--- config.mk ---
export PLATFORM = sky130hd
export DESIGN_NAME = fcf_mac
export DESIGN_NICKNAME = d
export VERILOG_FILES = /design/src/rtl/fcf_pkg.sv /design/src/rtl/fcf_mac.sv
export SDC_FILE = /design/constraint.sdc
export NUM_CORES = 1
export LEC_CHECK = 0
export BUFFER_PORTS_ARGS = -buffer_cell sky130_fd_sc_hd__buf_2
export CORE_ASPECT_RATIO = 0.75
export CORE_MARGIN = 4
export CORE_UTILIZATION = 45
export CTS_CLUSTER_SIZE = 40
export DETAILED_ROUTE_END_ITERATION = 7
export SLEW_MARGIN = 10
export SYNTH_ARGS = -nofsm -noshare
export SYNTH_HDL_FRONTEND = slang
export SYNTH_SLANG_ARGS = --single-unit
--- constraint.sdc ---
create_clock -name i_clk -period 6.5 [get_ports i_clk]
set_clock_uncertainty 0.15 [all_clocks]
set_input_delay 0.325 -clock i_clk [delete_from_list [all_inputs] [get_ports i_clk]]
set_output_delay 0.325 -clock i_clk [all_outputs]
set_load 0.01 [all_outputs]
--- src/rtl/fcf_pkg.sv ---
// shared types and constants for the fir convolution filter
`timescale 1ns / 1ps

package fcf_pkg;

    localparam int VALUE_W = 16;
    localparam int PROD_W  = 32;
    localparam int OUT_W   = 42;
    localparam int IDX_W   = 10;
    localparam int CNT_W   = 11;
    localparam int OP_W    = 2;

    localparam logic [OP_W-1:0] OP_LOAD   = 2'd0;
    localparam logic [OP_W-1:0] OP_FILTER = 2'd1;
    localparam logic [OP_W-1:0] OP_CLEAR  = 2'd2;

    typedef struct packed {
        logic acc_clr;    // start a new sum
        logic mul_en;     // read data from both memories is valid
        logic sample_ok;  // history entry was written since the last clear
    } t_mac_ctrl;

endpackage

--- src/rtl/fcf_mac.sv ---
// multiply-accumulate unit: registered product, then wrapping accumulate
`timescale 1ns / 1ps

module fcf_mac
    import fcf_pkg::*;
(
    input  logic                      i_clk,
    input  logic                      i_rst_n,
    input  t_mac_ctrl                 i_ctrl,
    input  logic signed [VALUE_W-1:0] i_coef,
    input  logic signed [VALUE_W-1:0] i_sample,
    output logic signed [OUT_W-1:0]   o_acc,
    output logic                      o_busy
);

    logic signed [VALUE_W-1:0] w_sample;
    logic signed [PROD_W-1:0]  n_prod;
    logic signed [PROD_W-1:0]  r_prod;
    logic                      r_prod_vld;
    logic signed [OUT_W-1:0]   r_acc;

    // entries not written since the last clear read as zero
    assign w_sample = i_ctrl.sample_ok ? i_sample : '0;
    assign n_prod   = i_coef * w_sample;

    always_ff @(posedge i_clk) begin
        if (!i_rst_n) begin
            r_prod_vld <= 1'b0;
        end else begin
            r_prod_vld <= i_ctrl.mul_en;
        end
    end

    always_ff @(posedge i_clk) begin
        if (i_ctrl.mul_en) begin
            r_prod <= n_prod;
        end
    end

    always_ff @(posedge i_clk) begin
        if (i_ctrl.acc_clr) begin
            r_acc <= '0;
        end else if (r_prod_vld) begin
            r_acc <= r_acc + OUT_W'(r_prod);
        end
    end

    assign o_acc  = r_acc;
    assign o_busy = r_prod_vld;

endmodule

* Word level (Yosys, flattened, before mapping)
Cells that the tools add are included.
Widths: inputs -> output; s select.
** Cells by class
- Add/sub/neg operators :: 1
- Multipliers :: 1
- Mux-type cells :: 1
** Operators with widths (count)
- $add 42x32->42 :: 1
- $mul 16x16->32 :: 1
- $mux 16 :: 1
** Storage, ports and cells
- Bits in registers :: 75
- Bits of input ports :: 37
- Word-level logic and storage cells :: 6

* Longest topological paths before layout
Gate-level depths: netlist of run 1.
- Depth after elaboration :: 2
- Depth in mapped cells :: 26
- Gate-level depth less buffers :: 23

* Worst setup path before layout of run 1
OpenSTA, ideal clock, no wires.
- Path type :: input to register
- Start :: input port i_ctrl[0] (netlist bit)
- End :: register r_prod[31], data pin
- Library setup time :: 0.259 ns
- Data arrival time :: 6.084 ns
- Setup slack :: 0.007 ns
- Stages on the path :: 23
- Cell sequence :: clkbuf_1 > and2_1 > clkbuf_1 > nand2_1 > inv_1 > fa_1 > fa_1 > fa_1 > fa_1 > fa_1 > inv_1 > fa_1 > inv_1 > ha_1 > clkbuf_1 > nand2_1 > or3_1 > o21ai_0 > o21ai_1 > nand2_1 > a31oi_1 > o21ai_1 > xnor2_1
** On the way
- Cells in the longest elaborated chain, start to end :: 2
** RTL lines
- start, declared :: RTL line fcf_mac.sv:9 : input t_mac_ctrl i_ctrl,
- $mux 16 :: RTL line fcf_mac.sv:23 : assign w_sample = i_ctrl.sample_ok ? i_sample : '0;
- $mul 16x16->32 :: RTL line fcf_mac.sv:24 : assign n_prod = i_coef * w_sample;
- net n_prod[31] :: RTL line fcf_mac.sv:17 : logic signed [PROD_W-1:0] n_prod;
- end signal, assigned :: RTL line fcf_mac.sv:36 : r_prod <= n_prod;
- end, declared :: RTL line fcf_mac.sv:18 : logic signed [PROD_W-1:0] r_prod;
The timed path passes the listed nets, and every way through them passes these cells.
A chain may end at the register's enable or synchronous reset.

* Final worst setup path of run 1
- Start :: input port i_ctrl[0] (netlist bit)
- End :: register r_prod[30], data pin
Same word-level chain as after synthesis.

==> impl_metrics.py, run 1 <==
metrics = {
    "run_status": {
        "status": "finished, final reports clean",
    },
    "synth": {
        "synthesis.nets": 2016,
        "synth_area_leaders": "fa_1 36%, ha_1 11%, inv_1 7.7%",
        "synth_cells": 1593,
        "yosys-top-cells-count": "301 x inv_1, 263 x fa_1, 155 x nand2_1",
        "ys.flop_type": "dfxtp_1",
        "yosysTopAreaCell": "fa_1",
        "ys_seq_elements": 75,
        "async_flop_share": 0,
        "synth.most_common_cell": "inv_1",
        "netlist_area_um2": 14600,
        "synth_edf_count": 32,
        "ys_seq_area_frac": 0.125,
        "yosysUniqueCellTypes": 73,
        "synth_top_area_frac": 0.361,
        "yosysWarnings": 0,
        "synth.avg_cell_area_um2": 9.16,
    },
    "clocking": {
        "post_cts_buffers": 0,
        "ctsLongestPathBuffers": 2,
        "clk_pin_slew_ps": 60,
        "cts_tree": "done",
        "cts_buffers": 9,
        "root_buffer": "clkbuf_16",
        "cts.sinks": 75,
        "ctsHtreeMaxLevel": 3,
        "clock_latency_ps": 350,
    },
    "power_and_ir_drop": {
        "power_density_nw_per_um2": 451,
        "irDropWorstVdd_uv": 401,
        "p_leak_nw": 8.61,
    },
    "layout": {
        "nNetsFinal": 2129,
        "diodes": 0,
        "area_growth_pct": 11.8,
        "drive_gt1_frac": 0.124,
    },
    "setup_path": {
        "r2r_start": "o_acc[0]$_SDFFE_PP0P_",
        "cp_max_fo": 28,
        "r2r_slack_ps": 3130,
        "critPathCaptureType": "register",
        "reg2regPathDepth": 12,
        "cp-startpoint": "i_ctrl[0]",
        "startpoint_type": "primary input",
        "worst-setup-path-type": "in2reg",
        "worst-endpoint-arrival_ps": 6140,
        "r2r_end": "o_acc[38]$_SDFFE_PP0P_",
        "cp.required_ps": 6420,
    },
    "floorplan": {
        "die_h_um": 164,
        "die_area_um2": 35400,
        "start_util": 0.462,
        "io_pins": 80,
        "core_area_um2": 31600,
        "row_count": 56,
        "die_x_um": 216,
    },
    "grt": {
        "grt_pass1_vias": 11566,
        "grt_remaining_overflow": 0,
        "grt_max_degree": 45,
        "grt_pass1_wl_mm": 60.8,
        "antenna_found_initial": 1,
        "grt_util_all_layers": 0.211,
    },
    "timing": {
        "setup_tns_ps": 0,
        "post-route-period-util": 0.956,
        "max_slew_margin": 0.414,
        "report.final.slew_viol_count": 0,
        "post-route-min-period_ps": 6210,
        "finalHoldViolCount": 0,
        "rsz0062_at_grt": "false",
        "worst_pin_slew_ps": 879,
        "timing.fmax_ghz": 0.161,
        "whs_ps": 39.1,
        "setup_viol": 0,
    },
    "worst_hold_path": {
        "hold_path.class": "in2reg",
        "whs_path_depth": 2,
        "worst_hold_startpoint": "i_rst_n",
        "whs_endpoint": "o_busy$_SDFF_PN0_",
    },
    "drt": {
        "first_pass_iters": 4,
        "vias_per_cell": 5.31,
        "wl_per_cell_um": 17.0,
        "drt_iter0_drc": 675,
        "ant_nets": 0,
        "remaining_drc_errors": 0,
        "drt-total-wl_mm": 36.5,
        "vias": 11391,
    },
    "placed_design": {
        "portBuffers": 79,
        "dp_hpwl_mm": 30.6,
        "routabilityCongestion": 0.888,
    },
    "flow_run": {
        "drv_cap": 0,
    },
}
cell type report:
class / instances / area, µm²
multi-input combinational: 1153 / 11400
clock buffer: 9 / 225
tap: 435 / 544
inverter: 302 / 1130
sequential: 75 / 1820
clock inverter: 7 / 75.1
timing repair buffer: 165 / 1090
fill: 3031 / 15300
metrics by stage:
| stage | area (µm²) | std cells | setup WS (ps) | utilization | power (W) |
|---|---|---|---|---|---|
| 4_1_cts | 16300 | 2146 | 176 | 0.516 | 0.00746 |
| 6_report | 16300 | 2146 | 287 | 0.516 | 0.00736 |
| 3_3_place_gp | 16000 | 2130 | -55.1 | 0.506 | 0.00681 |
| 3_5_place_dp | 16000 | 2130 | -154 | 0.506 | 0.00688 |
| 2_1_floorplan | 14600 | 1593 | 7.45 | - | 0.00500 |
| 5_1_grt | 16300 | 2146 | 20.4 | 0.516 | 0.00824 |
state kept, by name, summed over array words and instances (netlist names):
register and cells:
o_busy 1, r_prod 32, o_acc 42
cells by family after synthesis:
group / after synthesis / share of synthesized area
and+or+nand+nor: 462 / 0.160
adders and majority gates: 386 / 0.466
muxes: 20 / 0.0138
buffers and inverters: 365 / 0.0939
DFF: 75 / 0.125
xor gates and xnor gates: 56 / 0.0336
AOI/OAI and AO/OA: 229 / 0.108
what timing repair did:
item,4_1_cts,5_1_grt
gates resized for setup,0,7
hold endpoints to repair,0,0
endpoints found under the setup margin,0,7
hold buffers,0,0
report_power, final:
| group | internal [W] | total (W) | switching [W] |
|---|---|---|---|
| clock network | 0.000299 | 0.000508 | 0.000209 |
| logic | 0.00278 | 0.00590 | 0.00312 |
| registers | 0.000843 | 0.000955 | 0.000112 |
| total | 0.00392 | 0.00736 | 0.00344 |
layout by cell type (no fill, tap or decap), types with 4 or more instances in the layout:
cell / instances
a21boi_0: 4
nand3b_1: 4
a211oi_1: 10
nand2b_1: 9
nor3_1: 14
and2_1: 15
and3_1: 131
o21ai_0: 28
nor2_1: 63
inv_1: 301
o31ai_1: 5
or3_1: 6
buf_4: 82
o21bai_1: 11
a21o_1: 38
o21ai_1: 9
nand2_1: 155
o21a_1: 18
buf_2: 78
o211ai_1: 4
edfxtp_1: 32
nand3_1: 28
a31oi_1: 6
xor2_1: 17
mux2i_1: 19
nor2b_1: 9
buf_12: 4
or2_2: 8
xnor2_1: 39
clkbuf_16: 9
ha_1: 123
nand4_1: 7
dfxtp_1: 42
fa_1: 261
a21oi_1: 57
worst max path at each step:
stage	endpoint	slack, ps	cells past startpoint
after floorplan	r_prod[31]$_DFFE_PP_	7	23
after global placement	r_prod[31]$_DFFE_PP_	-60	25
after detailed placement	r_prod[30]$_DFFE_PP_	-150	20
after CTS	r_prod[30]$_DFFE_PP_	180	20
after global routing	r_prod[31]$_DFFE_PP_	20	23
final	r_prod[30]$_DFFE_PP_	290	21
critical path: stages:
cell	delay [ps]
clkbuf_4	200
buf_4	190
buf_12	150
and3_1	180
fa_1	540
inv_1	50
fa_1	460
fa_1	510
inv_1	50
fa_1	510
fa_1	520
inv_1	50
fa_1	470
inv_1	40
ha_1	320
and2_1	200
nand3_1	150
o41a_1	510
o31ai_2	380
o31a_1	200
o311ai_1	110
layer usage:
| layer | vias up | share of wire | global-route usage |
|---|---|---|---|
| met1 | 5710 | 0.47 | 0.315 |
| li1 | 5381 | - | - |
| met4 | 0 | 0.012 | 0.0297 |
| met3 | 31 | 0.056 | 0.0327 |
| met2 | 269 | 0.46 | 0.336 |
| met5 | - | 0 | 0 |
(Power assumes the default switching activity.)
==> run 2: changes to the inputs <==
HOLD_SLACK_MARGIN = 0.02   (was unset)
clock period = 8.05 ns   (was 6.5 ns; I/O delays follow)
==> run 2 against run 1 <==
Compared with the run above: critical path depth increased by 1; utilization fell by 2.0 points; setup slack better by 560 ps; total power shrank 26%; count of clock-buffer cells in the layout rose by 1; design area decreased by 3.9%; clock power down 13%; die area unchanged; flip-flop and latch count is the same; global-route usage hardly changed; wire length increased by 0.72%; critical path type unchanged.
==> impl_metrics.py, run 2 (same netlist as run 1, synthesis figures left out) <==
metrics = {
    "placed_design": {
        "placedCellCount": 2051,
        "portBuffers": 79,
        "dp_hpwl_mm": 29.9,
        "routabilityCongestion": 0.869,
    },
    "layout": {
        "drive_gt1_frac": 0.0784,
        "nNetsFinal": 2050,
        "multi_input_area_um2": 11400,
        "mostFrequentLayoutCell": "inv_1",
        "final_cell_mix": "301 x inv_1, 263 x fa_1, 155 x nand2_1",
        "largest_reg_flops": 42,
        "fin_cells": 2067,
        "area_growth_pct": 7.42,
        "nFillCells": 3022,
        "final-seq-area_um2": 1820,
        "diodes": 0,
    },
    "setup_path": {
        "r2r_end": "o_acc[28]$_SDFFE_PP0P_",
        "worst-endpoint-arrival_ps": 7200,
        "r2r_start": "o_acc[0]$_SDFFE_PP0P_",
        "worst-setup-path-type": "in2reg",
        "r2r_slack_ps": 4620,
        "critPathCaptureType": "register",
        "cp.required_ps": 8050,
        "cp_max_fo": 76,
        "startpoint_type": "primary input",
        "reg2regPathDepth": 12,
    },
    "timing": {
        "setup_tns_ps": 0,
        "post-route-period-util": 0.895,
        "rsz0062_at_grt": "false",
        "timing.fmax_ghz": 0.139,
        "finalHoldViolCount": 0,
        "worst_pin_slew_ps": 877,
        "max_slew_margin": 0.415,
        "setup_viol": 0,
        "post-route-min-period_ps": 7200,
        "report.final.slew_viol_count": 0,
    },
    "clocking": {
        "cts_buffers": 9,
        "cts_hold_buf": 0,
        "cts_resized": 0,
        "cts.sinks": 75,
        "root_buffer": "clkbuf_16",
        "ctsHtreeMaxLevel": 3,
        "post_cts_buffers": 0,
        "clk_pin_slew_ps": 60,
        "clock_latency_ps": 340,
        "ctsLongestPathBuffers": 2,
        "cts_tree": "done",
    },
    "drt": {
        "vias_per_cell": 5.31,
        "first_pass_iters": 5,
        "wl_per_cell_um": 17.8,
        "ant_nets": 0,
        "remaining_drc_errors": 0,
        "vias": 10974,
        "drt-total-wl_mm": 36.7,
        "drt_iter0_drc": 689,
    },
    "floorplan": {
        "die_area_um2": 35400,
        "die_x_um": 216,
        "row_count": 56,
        "start_util": 0.462,
        "core_area_um2": 31600,
        "die_h_um": 164,
        "io_pins": 80,
    },
    "worst_hold_path": {
        "whs_endpoint": "o_busy$_SDFF_PN0_",
        "whs_path_depth": 2,
        "worst_hold_startpoint": "i_rst_n",
        "hold_path.class": "in2reg",
    },
    "grt": {
        "grt_pass1_wl_mm": 60.0,
        "grt_remaining_overflow": 0,
        "antenna_found_initial": 1,
        "grt_pass1_vias": 11207,
        "grt_max_degree": 77,
        "grt_util_all_layers": 0.211,
    },
    "power_and_ir_drop": {
        "p_leak_nw": 8.22,
        "power_density_nw_per_um2": 348,
        "irDropWorstVdd_uv": 257,
    },
    "run_status": {
        "status": "finished, final reports clean",
    },
    "flow_run": {
        "drv_cap": 0,
    },
}
==> run 2: cell count changes in the layout (fill, tap and decap cells not counted), sizes merged <==
cell      previous run  this run
buf                164        86
bufinv               1         2
clkinv               2         3
clkinvlp             3         2
inv                303       301
==> run 2: critical path: stages <==
cell and delay, ps:
buf_2 260, buf_4 520, and2_1 540, nand2_1 150
fa_1 550, inv_1 50, fa_1 570, fa_1 440
fa_1 460, fa_1 490, inv_1 50, fa_1 470
inv_1 40, ha_1 320, and2_1 210, nand3_1 150
nor2_1 70, a211oi_1 300, o41a_1 390, o31ai_2 150
o31a_1 280, o311ai_1 290
==> run 2: per-layer routing <==
metal / up-vias / global-route usage / share of wire / wire length (µm)
met5: - / 0 / 0 / 0
met4: 0 / 0.0340 / 0.014 / 504
met3: 31 / 0.0370 / 0.054 / 1980
met2: 252 / 0.339 / 0.45 / 16700
met1: 5464 / 0.307 / 0.48 / 17500
li1: 5227 / - / - / -
==> run 2: stage by stage <==
stage / util / hold slack (ps) / area (µm²) / setup WS, ps / power [W]
4_1_cts: 0.496 / 101 / 15700 / 911 / 0.00551
3_3_place_gp: 0.486 / 316 / 15400 / 742 / 0.00500
5_1_grt: 0.496 / 109 / 15700 / 449 / 0.00605
2_1_floorplan: - / 338 / 14600 / 1480 / 0.00404
3_5_place_dp: 0.486 / 320 / 15400 / 507 / 0.00501
6_report: 0.496 / 118 / 15700 / 845 / 0.00545
==> run 2: where the power goes <==
part | leakage [nW] | total (W) | internal [W] | switching, W
Combinational | 7.40 | 0.00424 | 0.00182 | 0.00242
Sequential | 0.665 | 0.000770 | 0.000681 | 0.0000891
Clock | 0.155 | 0.000444 | 0.000280 | 0.000165
Total | 8.22 | 0.00545 | 0.00278 | 0.00267
==> run 2: area by class of cell <==
type                       count  share of cell area
tap                          435              0.0347
inverter                     302              0.0723
clock buffer                  10              0.0152
sequential                    75               0.116
multi-input combinational   1153               0.727
clock inverter                 6             0.00567
timing repair buffer          86              0.0286
==> run 2: how the worst max path moves through the flow <==
stage	start	end	slack [ps]	depth (start not counted)
3_5_place_dp	i_ctrl[0]	r_prod[30]$_DFFE_PP_	510	22
4_1_cts	i_ctrl[0]	r_prod[30]$_DFFE_PP_	910	22
6_report	i_ctrl[0]	r_prod[30]$_DFFE_PP_	850	22
2_1_floorplan	i_ctrl[0]	r_prod[31]$_DFFE_PP_	1480	23
3_3_place_gp	i_ctrl[0]	r_prod[30]$_DFFE_PP_	740	22
5_1_grt	i_ctrl[0]	r_prod[30]$_DFFE_PP_	450	22
